[config.mk]
export PLATFORM = sky130hd
export DESIGN_NAME = integer_to_ascii_formatter
export DESIGN_NICKNAME = d
export VERILOG_FILES = /design/src/rtl/core/ifmt_pkg.sv /design/src/rtl/core/integer_to_ascii_formatter.sv
export SDC_FILE = /design/constraint.sdc
export NUM_CORES = 1
export LEC_CHECK = 0
export BUFFER_PORTS_ARGS = -buffer_cell sky130_fd_sc_hd__buf_4
export CAP_MARGIN = 20
export CORE_MARGIN = 3
export CORE_UTILIZATION = 40
export CTS_CLUSTER_DIAMETER = 120
export CTS_CLUSTER_SIZE = 10
export DETAILED_ROUTE_END_ITERATION = 6
export PLACE_DENSITY = 0.61
export SETUP_SLACK_MARGIN = 0.4
export SYNTH_ARGS = -nofsm -noshare
export SYNTH_HDL_FRONTEND = slang
export SYNTH_SLANG_ARGS = --single-unit
[constraint.sdc]
create_clock -name clk -period 5.65 [get_ports clk]
set_input_delay 0.565 -clock clk [delete_from_list [all_inputs] [get_ports clk]]
set_output_delay 0.565 -clock clk [all_outputs]
set_load 0.02 [all_outputs]
[src/rtl/core/ifmt_pkg.sv]
// Package for the integer to ASCII formatter: mode codes, controller states,
// character constants and the digit-to-character lookup.
// It has no dependencies.
`timescale 1ns / 1ps
`default_nettype none

package ifmt_pkg;

  localparam int unsigned ModeW    = 3;
  localparam int unsigned ValueW   = 64;
  localparam int unsigned CharW    = 8;
  localparam int unsigned InDataW  = 72;
  localparam int unsigned DigW     = 64;
  localparam int unsigned DecW     = 32;
  localparam int unsigned DecDigs  = 10;
  localparam int unsigned HexDigs  = 8;
  localparam int unsigned PtrDigs  = 16;

  localparam logic [ModeW-1:0] MODE_CHAR = 3'd0;
  localparam logic [ModeW-1:0] MODE_SDEC = 3'd1;
  localparam logic [ModeW-1:0] MODE_UDEC = 3'd2;
  localparam logic [ModeW-1:0] MODE_HEXL = 3'd3;
  localparam logic [ModeW-1:0] MODE_HEXU = 3'd4;
  localparam logic [ModeW-1:0] MODE_PTR  = 3'd5;

  localparam logic [CharW-1:0] CH_ZERO  = 8'h30;
  localparam logic [CharW-1:0] CH_X     = 8'h78;
  localparam logic [CharW-1:0] CH_MINUS = 8'h2d;
  localparam logic [CharW-1:0] CH_LOWA  = 8'h61;
  localparam logic [CharW-1:0] CH_UPA   = 8'h41;

  typedef enum logic [2:0] {
    ST_IDLE,
    ST_DABBLE,
    ST_SKIP,
    ST_PREFIX,
    ST_DIGITS,
    ST_CHAR
  } state_t;

  function automatic logic [CharW-1:0] digit_char(input logic [3:0] d, input logic upper);
    logic [CharW-1:0] base;
    base = upper ? CH_UPA : CH_LOWA;
    if (d < 4'd10) begin
      digit_char = CH_ZERO + {4'd0, d};
    end else begin
      digit_char = base + {4'd0, d} - 8'd10;
    end
  endfunction

endpackage

`default_nettype wire

[src/rtl/core/integer_to_ascii_formatter.sv]
// Integer to ASCII formatter: one request in, a stream of characters out,
// most significant character first, with tlast on the final one.
// Depends on ifmt_pkg.
// Decimal items go through double dabble and then a leading-zero skip, hex
// and pointer items through the skip alone, character items through neither.
// A new item is taken once the previous item's characters are all in the
// output register; requests with an unused mode code are dropped. Reset
// clears the controller and the output valid flag.
`timescale 1ns / 1ps
`default_nettype none

module integer_to_ascii_formatter (
  input  wire                               clk,
  input  wire                               rst_n,
  input  wire                               in_tvalid,
  output logic                              in_tready,
  // Fields from bit 0: mode[2:0], value[66:3], zero fill[71:67].
  input  wire  [ifmt_pkg::InDataW-1:0]      in_tdata,
  output logic                              out_tvalid,
  input  wire                               out_tready,
  // Fields from bit 0: char_out[7:0].
  output logic [ifmt_pkg::CharW-1:0]        out_tdata,
  output logic                              out_tlast
);

  localparam int unsigned DW = ifmt_pkg::DigW;
  localparam int unsigned BW = ifmt_pkg::DecW;

  ifmt_pkg::state_t state_r, state_nxt;
  logic [ifmt_pkg::ModeW-1:0] mode_r, mode_nxt;
  logic [DW-1:0]              dig_r, dig_nxt;
  logic [BW-1:0]              bin_r, bin_nxt;
  logic [4:0]                 cnt_r, cnt_nxt;
  logic [4:0]                 ndig_r, ndig_nxt;
  logic [1:0]                 pre_r, pre_nxt;
  logic                       out_valid_r, out_valid_nxt;
  logic [ifmt_pkg::CharW-1:0] out_data_r, out_data_nxt;
  logic                       out_last_r, out_last_nxt;

  logic [ifmt_pkg::ModeW-1:0]  in_mode;
  logic [ifmt_pkg::ValueW-1:0] in_value;
  logic [BW-1:0]               low32;
  logic [BW-1:0]               mag;
  logic                        out_load;
  logic [4*ifmt_pkg::DecDigs-1:0] bcd_adj;

  assign in_mode  = in_tdata[ifmt_pkg::ModeW-1:0];
  assign in_value = in_tdata[ifmt_pkg::ModeW +: ifmt_pkg::ValueW];
  assign low32    = in_value[BW-1:0];
  assign mag      = ~low32 + 32'd1;
  assign out_load = !out_valid_r || out_tready;

  assign in_tready  = (state_r == ifmt_pkg::ST_IDLE);
  assign out_tvalid = out_valid_r;
  assign out_tdata  = out_data_r;
  assign out_tlast  = out_last_r;

  always_comb begin
    for (int i = 0; i < ifmt_pkg::DecDigs; i++) begin
      logic [3:0] d;
      d = dig_r[DW-4*ifmt_pkg::DecDigs + 4*i +: 4];
      bcd_adj[4*i +: 4] = (d >= 4'd5) ? d + 4'd3 : d;
    end
  end

  always_ff @(posedge clk) begin
    if (!rst_n) begin
      state_r     <= ifmt_pkg::ST_IDLE;
      out_valid_r <= 1'b0;
    end else begin
      state_r     <= state_nxt;
      out_valid_r <= out_valid_nxt;
    end
    mode_r     <= mode_nxt;
    dig_r      <= dig_nxt;
    bin_r      <= bin_nxt;
    cnt_r      <= cnt_nxt;
    ndig_r     <= ndig_nxt;
    pre_r      <= pre_nxt;
    out_data_r <= out_data_nxt;
    out_last_r <= out_last_nxt;
  end

  always_comb begin
    state_nxt     = state_r;
    mode_nxt      = mode_r;
    dig_nxt       = dig_r;
    bin_nxt       = bin_r;
    cnt_nxt       = cnt_r;
    ndig_nxt      = ndig_r;
    pre_nxt       = pre_r;
    out_valid_nxt = out_valid_r && !out_tready;
    out_data_nxt  = out_data_r;
    out_last_nxt  = out_last_r;

    unique case (state_r)
      ifmt_pkg::ST_IDLE: begin
        if (in_tvalid) begin
          mode_nxt = in_mode;
          cnt_nxt  = 5'd0;
          pre_nxt  = 2'd0;
          unique case (in_mode)
            ifmt_pkg::MODE_CHAR: begin
              dig_nxt   = {in_value[ifmt_pkg::CharW-1:0], {(DW-ifmt_pkg::CharW){1'b0}}};
              state_nxt = ifmt_pkg::ST_CHAR;
            end
            ifmt_pkg::MODE_SDEC, ifmt_pkg::MODE_UDEC: begin
              dig_nxt   = '0;
              ndig_nxt  = 5'(ifmt_pkg::DecDigs);
              state_nxt = ifmt_pkg::ST_DABBLE;
              if (in_mode == ifmt_pkg::MODE_SDEC && low32[BW-1]) begin
                bin_nxt = mag;
                pre_nxt = 2'd1;
              end else begin
                bin_nxt = low32;
              end
            end
            ifmt_pkg::MODE_HEXL, ifmt_pkg::MODE_HEXU: begin
              dig_nxt   = {low32, {(DW-BW){1'b0}}};
              ndig_nxt  = 5'(ifmt_pkg::HexDigs);
              state_nxt = ifmt_pkg::ST_SKIP;
            end
            ifmt_pkg::MODE_PTR: begin
              dig_nxt   = in_value;
              ndig_nxt  = 5'(ifmt_pkg::PtrDigs);
              pre_nxt   = 2'd2;
              state_nxt = ifmt_pkg::ST_SKIP;
            end
            default: begin
              state_nxt = ifmt_pkg::ST_IDLE;
            end
          endcase
        end
      end
      ifmt_pkg::ST_DABBLE: begin
        dig_nxt = {bcd_adj[4*ifmt_pkg::DecDigs-2:0], bin_r[BW-1],
                   dig_r[DW-4*ifmt_pkg::DecDigs-1:0]};
        bin_nxt = {bin_r[BW-2:0], 1'b0};
        cnt_nxt = cnt_r + 5'd1;
        if (cnt_r == 5'(BW-1)) begin
          state_nxt = ifmt_pkg::ST_SKIP;
        end
      end
      ifmt_pkg::ST_SKIP: begin
        if (dig_r[DW-1 -: 4] == 4'd0 && ndig_r > 5'd1) begin
          dig_nxt  = {dig_r[DW-5:0], 4'd0};
          ndig_nxt = ndig_r - 5'd1;
        end else if (pre_r != 2'd0) begin
          state_nxt = ifmt_pkg::ST_PREFIX;
        end else begin
          state_nxt = ifmt_pkg::ST_DIGITS;
        end
      end
      ifmt_pkg::ST_PREFIX: begin
        if (out_load) begin
          out_valid_nxt = 1'b1;
          out_last_nxt  = 1'b0;
          if (mode_r == ifmt_pkg::MODE_PTR) begin
            out_data_nxt = (pre_r == 2'd2) ? ifmt_pkg::CH_ZERO : ifmt_pkg::CH_X;
          end else begin
            out_data_nxt = ifmt_pkg::CH_MINUS;
          end
          pre_nxt = pre_r - 2'd1;
          if (pre_r == 2'd1) begin
            state_nxt = ifmt_pkg::ST_DIGITS;
          end
        end
      end
      ifmt_pkg::ST_DIGITS: begin
        if (out_load) begin
          out_valid_nxt = 1'b1;
          out_data_nxt  = ifmt_pkg::digit_char(dig_r[DW-1 -: 4],
                                               mode_r == ifmt_pkg::MODE_HEXU);
          out_last_nxt  = (ndig_r == 5'd1);
          dig_nxt       = {dig_r[DW-5:0], 4'd0};
          ndig_nxt      = ndig_r - 5'd1;
          if (ndig_r == 5'd1) begin
            state_nxt = ifmt_pkg::ST_IDLE;
          end
        end
      end
      ifmt_pkg::ST_CHAR: begin
        if (out_load) begin
          out_valid_nxt = 1'b1;
          out_data_nxt  = dig_r[DW-1 -: ifmt_pkg::CharW];
          out_last_nxt  = 1'b1;
          state_nxt     = ifmt_pkg::ST_IDLE;
        end
      end
      default: begin
        state_nxt = ifmt_pkg::ST_IDLE;
      end
    endcase
  end

endmodule

`default_nettype wire

=== Word level (Yosys, flattened, before mapping) ===
Cells that the tools add are included.

* Bits in registers: 124
* Input bits: 76
* Output and inout port bits: 11
* Word-level logic and storage cells: 154

* Eq/ne operators: 28
* Bitwise gates (word level): 2
* $lt $le $gt $ge: 12
* Reduce and logical (&&, ||, !) cells: 28
* Mux-type cells: 56
* Add/subtract/negate cells: 17

{| class="wikitable"
|+ Operator list
! operator !! number
|-
| $pmux 64 s4 || 2
|-
| $mux 64 || 3
|-
| $mux 32 || 3
|-
| $pmux 32 s2 || 1
|-
| $ge 4x3->1 const B || 10
|-
| $add 4x2->4 const B || 9
|-
| $mux 4 || 9
|-
| $add 32x1->32 const B || 1
|-
| $mux 8 || 4
|-
| $not 32->32 || 1
|-
| $mux 3 || 10
|-
| $pmux 5 s3 || 2
|-
| $pmux 8 s3 || 1
|-
| $mux 5 || 4
|-
| $eq 3x3->1 const B || 6
|-
| $ne 2x2->1 const B || 9
|-
| $pmux 3 s6 || 1
|-
| $mux 7 || 2
|-
| $eq 3x2->1 const B || 4
|-
| $pmux 5 s2 || 1
|-
| $reduce_and 5->1 || 2
|-
| $pmux 3 s3 || 1
|-
| $add 7x4->8 || 1
|-
| $pmux 2 s2 || 2
|-
| other kinds (36) || 54
|}

=== Logic depth before layout (Yosys ltp) ===
Gate-level depths: netlist (run 1).

* Depth after elaboration: 7
* Mapped depth: 9
* Mapped depth without buffers: 8

=== Worst setup path after synthesis (run 1) ===
Ideal clock, no wire load.

* Kind: register to register
* Start: reg dig_r[62]
* End: reg dig_r[24] (enable)
* Slack: 1.834 ns
* Library setup time: 0.399 ns
* Period minus slack after synthesis: 3.816 ns
* Data arrival time: 3.417 ns
* Data required time: 5.251 ns
* Stages on the path, launching flop included: 7
* Buffers on the path: 1
* Cell sequence: edfxtp_1 buf_2 or4b_1 a2111o_1 a21boi_1 a31oi_2 or2_1

* Cells in the longest elaborated chain, start to end: 4

{| class="wikitable"
|+ RTL lines
! what !! line !! text
|-
| start: declaration || integer_to_ascii_formatter.sv:31 || <nowiki>logic [DW-1:0] dig_r, dig_nxt;</nowiki>
|-
| start signal: assignment || integer_to_ascii_formatter.sv:75 || <nowiki>dig_r <= dig_nxt;</nowiki>
|-
| $logic_not 4->1 || integer_to_ascii_formatter.sv:145 || <nowiki>if (dig_r[DW-1 -: 4] == 4'd0 && ndig_r > 5'd1) begin</nowiki>
|-
| $logic_and 1x1->1 || integer_to_ascii_formatter.sv:145 ||
|-
| $ne 2x2->1 (no source line) || - ||
|-
| $reduce_and 5->1 (no source line) || - ||
|}

No other way between the ends.
A chain may end at the register's enable or synchronous reset.

=== Worst setup path in the final report (run 1) ===
* Start: reg state_r[1]
* End: reg dig_r[43] (enable)

* Cells in the longest elaborated chain, start to end: 3
* Elaborated cells between the ends (all ways): 10
* Classes of those cells: eq/ne: 7; reduce/logical: 3

{| class="wikitable"
|+ RTL lines
! what !! line !! text
|-
| start: declaration || integer_to_ascii_formatter.sv:29 || <nowiki>ifmt_pkg::state_t state_r, state_nxt;</nowiki>
|-
| start signal: assignment || integer_to_ascii_formatter.sv:68 || <nowiki>state_r <= ifmt_pkg::ST_IDLE;</nowiki>
|-
| start signal: assignment || integer_to_ascii_formatter.sv:71 || <nowiki>state_r <= state_nxt;</nowiki>
|-
| $logic_not 3->1, or another cell as far along || integer_to_ascii_formatter.sv:96 || <nowiki>unique case (state_r)</nowiki>
|-
| $ne 5x1->1 (no source line), or another cell as far along || - ||
|-
| $reduce_and 5->1 (no source line) * || - ||
|}

Mark *: on every way between the ends. The rest lies on a longest branch, timed or not.

==> results of run 1 <==
==> kinds of logic after synthesis <==
logic type                 Yosys count  share of synthesized area
AOI/OAI and AO/OA                  257                      0.229
and+or+nand+nor                    220                      0.143
DFF                                124                      0.465
buffers and inverters               89                     0.0463
xor gates and xnor gates            53                     0.0586
adders and majority gates           28                     0.0443
muxes                               10                     0.0130
==> power by group <==
part / leakage, nW / total [mW] / internal (mW) / switching [mW]
Combinational: 1.86 / 1.81 / 0.697 / 1.11
Sequential: 1.19 / 1.91 / 1.60 / 0.307
Clock: 0.278 / 1.06 / 0.679 / 0.378
Total: 3.33 / 4.78 / 2.98 / 1.80
==> layer usage <==
| layer | wire (um) | vias up |
|---|---|---|
| met5 | 0 | - |
| met4 | 186 | 0 |
| met3 | 1170 | 11 |
| met2 | 10400 | 196 |
| met1 | 10100 | 3031 |
| li1 | - | 3047 |
==> state kept, by name, indices dropped and copies added (netlist names) <==
signal	count
pre_r	2
out_tlast	1
dig_r	64
bin_r	32
state_r	3
mode_r	3
out_tvalid	1
out_tdata	8
ndig_r	5
cnt_r	5
==> layout make-up <==
cell class,count,area [um^2]
inverter,32,120
sequential,124,3680
tap,260,325
fill,1792,9820
clock inverter,12,129
timing repair buffer,88,681
multi-input combinational,568,3880
clock buffer,19,433
==> synthesized netlist by cell type, types with 6 or more instances <==
cell type,count
ha_1,28
a221o_1,17
o221ai_1,9
inv_1,32
xnor2_1,25
o21ai_1,20
buf_2,20
and2_1,9
nor3_1,17
a21o_1,8
nand3_1,9
o21ai_0,41
a22o_1,19
nor3b_1,9
a21oi_1,58
nand2_1,62
nor2_1,56
nand2b_1,17
edfxtp_1,120
clkbuf_1,28
a22oi_1,33
mux2i_1,8
buf_1,8
xor2_1,28
nor2b_1,6
==> worst paths after layout <==
| kind | cells after the start | endpoint | start |
|---|---|---|---|
| max | 6 | dig_r[43] | state_r[1] |
| min | 3 | state_r[1] | rst_n |
| max reg2reg | 6 | dig_r[43] | state_r[1] |
| min reg2reg | 2 | bin_r[4] | bin_r[3] |
==> metrics by stage <==
step                utilization  hold WS, ns  worst slack [ns]
CTS                       0.484        0.395              2.03
detailed placement        0.454        0.512              2.07
floorplan                     -        0.496              1.83
global placement          0.454        0.507              2.07
finish                    0.485        0.409              2.07
global route              0.485        0.419              1.84
==> worst max-delay path, stage by stage, from the launching register on <==
cell,delay (ns)
dfxtp_1,0.71
or4b_1,0.50
a2111o_1,0.44
a21boi_1,0.16
a31oi_2,0.14
buf_4,0.35
or2_2,0.86
==> flow_summary_export.csv, run 1 <==
group,metric,value,unit
global_route,grt_remaining_overflow,0,
global_route,track_usage,0.201,
timing,skew,0.0106,ns
timing,tightest_slew,1.01,ns
clock_network,hold_buffers,0,
place,hpwl,14.8,mm
yosys,synth-seq-area-share,0.465,
yosys,syn_inst,781,
global_route,grt_max_degree,54,
power,powerDensity,516,mW/mm^2
place,placed_cell_area,0.00867,mm^2
yosys,ys_types,73,
floorplanning,die_x,147,um
final_layout,diodes,0,
global_route,grt.met1_usage,0.286,
clock_network,path_clk_slew,0.05,ns
yosys,synth_nets,885,
final_layout,fin_nets,935,
floorplanning,fp-row-count,50,
drt,ant_nets,0,
timing,fmax,279,MHz
place,dp_cells,1071,
yosys,yosys_warnings,0,
global_route,busiest_layer,"met2",
timing,period_share,0.634,
final_layout,drive_gt1_frac,0.166,
floorplanning,core_area,0.0191,mm^2
final_layout,stdcell_count,1103,
clock_network,cts_tree,"yes",
yosys,synth_ff_type,"edfxtp_1",
min_path,min_path_type,"input port to flip-flop",
setup_path,required,5.68,ns
clock_network,clock-sinks,124,
power,cellLeakagePower,3.33,nW
setup_path,end_kind,"flip-flop",
timing,slew_viol_final,0,
clock_network,clk-insertion-delay-late,0.42,ns
global_route,grt.met2_usage,0.319,
clock_network,numCtsBuffers,17,
clock_network,cts_setup_buffers,0,
drt,routedWlPerCell,19.7,um
global_route,grt_pass1_vias,5971,
yosys,yosys_register_bits,124,
outcome,outcome,"complete, no violations",
yosys,synth_top_area_frac,0.455,
drt,firstDrtPassIters,5,
setup_path,reg2reg_slack,2.07,ns
floorplanning,io-pin-count,87,
floorplanning,initial_utilization,0.415,
setup_path,start_kind,"flip-flop",
yosys,synth_edf_count,120,
timing,hold_viol_final,0,
final_layout,postLayoutCellArea,0.00926,mm^2
final_layout,final_common_cell,"edfxtp_1",
drt,route.vias.total,6285,
yosys,ys_async_sr_fraction,0,
global_route,grt_pass1_wl,33.9,mm
drt,wl,21.8,mm
final_layout,final_cell_mix,"edfxtp_1 (120), buf_4 (87), nand2_1 (62)",
place,gp_congestion,0.812,
power,total_power,4.78,mW
run,maxCapViolCount,0,
drt,drcViolationCount,0,
global_route,use_met3,0.0372,
clock_network,clk_path_buf_depth,2,
place,port_buffers,81,
timing,layout_min_cycle_time,3.58,ns
floorplanning,dieHeight,147,um
yosys,synthesis.area,0.00792,mm^2
timing,setup-violations-final,0,
power,ir_drop,0.290,mV
clock_network,cts_root_buffer,"clkbuf_16",
yosys,avgSynthCellArea,10.1,um^2
timing,finalSetupTns,0,ns
timing,max-slew-margin-rel,0.326,
floorplanning,die_area,0.0215,mm^2
global_route,grt_antenna_before_repair,0,
final_layout,syn2layout_area_growth,16.9,%
clock_network,cts.repair.resized,0,
clock_network,h-tree-depth,4,
setup_path,arrival,3.61,ns
yosys,synth_area_leaders,"edfxtp_1 (46%), ha_1 (4.4%), a21oi_1 (3.7%)",
yosys,yosys.area.top_type,"edfxtp_1",
drt,drt_iter0_drc,514,
timing,rsz0062_at_grt,"false",
setup_path,critPathKind,"flip-flop to flip-flop",
setup_path,critPathMaxFanout,40,
drt,vias_per_cell,5.70,
Note: power is estimated with default switching activity, not from simulation.
==> inputs of run 2 (changes only) <==
- ABC_AREA: unset -> 1
- PLACE_DENSITY: 0.61 -> 0.63
- clock period: 5.65 -> 3.2 ns (I/O delays scaled with it)
==> flow_summary_export.csv, run 2 <==
group,metric,value,unit
outcome,outcome,"complete, no violations",
yosys,ys_async_sr_fraction,0,
timing,setup-violations-final,0,
drt,drcViolationCount,0,
yosys,synth_nets,1104,
power,p_sw,3.48,mW
place,hpwl,16.4,mm
timing,rsz0062_at_grt,"false",
yosys,synth_ff_type,"edfxtp_1",
final_layout,largest_register,"dig_r",
floorplanning,initial_utilization,0.409,
floorplanning,dieHeight,148,um
power,internal-power,5.23,mW
yosys,yosys_register_bits,124,
final_layout,final_core_util,0.485,
floorplanning,die_area,0.0218,mm^2
yosys,yosys.area.top_type,"edfxtp_1",
final_layout,final_common_cell,"nand2_1",
timing,tightest_slew,0.689,ns
global_route,grt_pass1_wl,35.8,mm
power,p_seq_frac,0.386,
power,p_sw_frac,0.399,
power,combPwrFrac,0.395,
global_route,grt_remaining_overflow,0,
clock_network,cts_root_buffer,"clkbuf_16",
yosys,synth_common_cells,"nand2_1 (253), edfxtp_1 (120), inv_1 (112)",
power,ir_drop,0.446,mV
floorplanning,core_area,0.0196,mm^2
min_path,min_path_type,"input port to flip-flop",
timing,finalSetupTns,0,ns
setup_path,critPathMaxFanout,40,
run,maxCapViolCount,0,
drt,ant_nets,0,
yosys,synthesis.area,0.00802,mm^2
drt,wl,22.5,mm
setup_path,required,3.26,ns
clock_network,clock-sinks,124,
final_layout,diodes,0,
clock_network,cts_tree,"yes",
clock_network,numCtsBuffers,17,
global_route,grt_max_degree,49,
final_layout,fin_nets,1185,
timing,layout_min_cycle_time,2.39,ns
power,powerDensity,917,mW/mm^2
clock_network,path_clk_slew,0.05,ns
yosys,synth_top_area_frac,0.449,
clock_network,clk-insertion-delay-late,0.42,ns
final_layout,largest_reg_flops,64,
yosys,synth-seq-area-share,0.459,
drt,firstDrtPassIters,5,
yosys,yosysMostFrequentCell,"nand2_1",
yosys,syn_inst,1000,
clock_network,clk_path_buf_depth,2,
place,port_buffers,81,
timing,slew_viol_final,0,
clock_network,cts.repair.resized,0,
global_route,grt_antenna_before_repair,0,
clock_network,h-tree-depth,4,
drt,routedWlPerCell,16.6,um
timing,max-slew-margin-rel,0.540,
power,clkPwrFrac,0.219,
place,placed_cell_area,0.00894,mm^2
global_route,grt_pass1_vias,6775,
drt,vias_per_cell,5.35,
yosys,avgSynthCellArea,8.02,um^2
place,gp_congestion,0.945,
clock_network,hold_buffers,0,
timing,hold_viol_final,0,
final_layout,drive_gt1_frac,0.137,
clock_network,cts_setup_buffers,0,
floorplanning,io-pin-count,87,
setup_path,start_kind,"flip-flop",
final_layout,final_cell_mix,"nand2_1 (253), edfxtp_1 (120), inv_1 (112)",
yosys,yosys_warnings,0,
drt,drt_iter0_drc,746,
drt,route.vias.total,7254,
timing,fmax,418,MHz
yosys,synth_edf_count,120,
global_route,track_usage,0.208,
floorplanning,die_x,148,um
final_layout,fill_cells,1932,
setup_path,critPathKind,"flip-flop to flip-flop",
setup_path,end_kind,"flip-flop",
timing,skew,0.00600,ns
yosys,ys_types,37,
setup_path,arrival,2.45,ns
yosys,synth_area_leaders,"edfxtp_1 (45%), nand2_1 (12%), o21ai_0 (6.6%)",
floorplanning,fp-row-count,51,
final_layout,syn2layout_area_growth,18.5,%
timing,period_share,0.748,
power,cellLeakagePower,3.90,nW
final_layout,postLayoutCellArea,0.00950,mm^2
run 2: power groups by stage:
stage / Combinational [mW] / Sequential [mW] / Clock (mW)
finish: 3.44 / 3.36 / 1.91
global route: 3.90 / 3.46 / 2.00
CTS: 3.43 / 3.36 / 1.92
detailed placement: 3.42 / 3.38 / 0
global placement: 3.38 / 3.37 / 0
floorplan: 2.43 / 3.33 / 0
run 2: final timing paths:
check	cells after the start	slack (ns)	from	to
setup / recovery	9	0.81	dig_r[60]	dig_r[31]
setup reg to reg	9	0.81	dig_r[60]	dig_r[31]
hold / removal	1	0.1	in_tdata[0]	mode_r[0]
hold reg to reg	2	0.52	bin_r[23]	bin_r[24]
run 2: layer usage:
metal	GRT usage	routed length [um]	up-vias
met5	0	0	-
met4	0.0694	433	0
met3	0.0374	1600	32
met2	0.314	10100	251
met1	0.304	10300	3393
li1	-	-	3578
run 2: worst max-delay path: stages, from the launching register on:
cell and delay [ns]:
edfxtp_1 0.46, inv_1 0.14, ha_1 0.22, nand2_1 0.09, nor2_1 0.19, nand3_1 0.10, nand2_1 0.06, nand2_1 0.12
o21ai_4 0.14, buf_4 0.48
run 2: cells by family (layout without fill, tap and decap cells):
| logic type | count (synthesis) | in the layout | share of synthesized area |
|---|---|---|---|
| AND/OR/NAND/NOR | 442 | 442 | 0.232 |
| flip-flops | 124 | 124 | 0.459 |
| XOR/XNOR | 23 | 23 | 0.0251 |
| adder cells (fa/ha/maj) | 28 | 28 | 0.0437 |
| buffers and inverters | 153 | 245 | 0.0757 |
| AO/OA/AOI/OAI | 230 | 230 | 0.164 |
run 2: final cells by class:
class / instances / area (um^2) / area share
clock inverters: 10 / 125 / 0.0132
well taps: 265 / 332 / 0.0349
flip-flops and latches: 124 / 3680 / 0.388
clock buffers: 20 / 437 / 0.0460
inverters: 120 / 450 / 0.0474
repair buffers: 95 / 713 / 0.0751
multi-input cells: 723 / 3760 / 0.396
run 2: per-stage QoR:
step,hold slack (ns),setup WS [ns],total power [mW],cells
after floorplan,0.419,0.562,5.76,1000
after global placement,0.500,0.882,6.74,1327
after detailed placement,0.506,0.858,6.80,1327
after CTS,0.0892,0.836,8.71,1357
after global routing,0.0952,0.593,9.35,1357
final,0.0989,0.807,8.71,1357
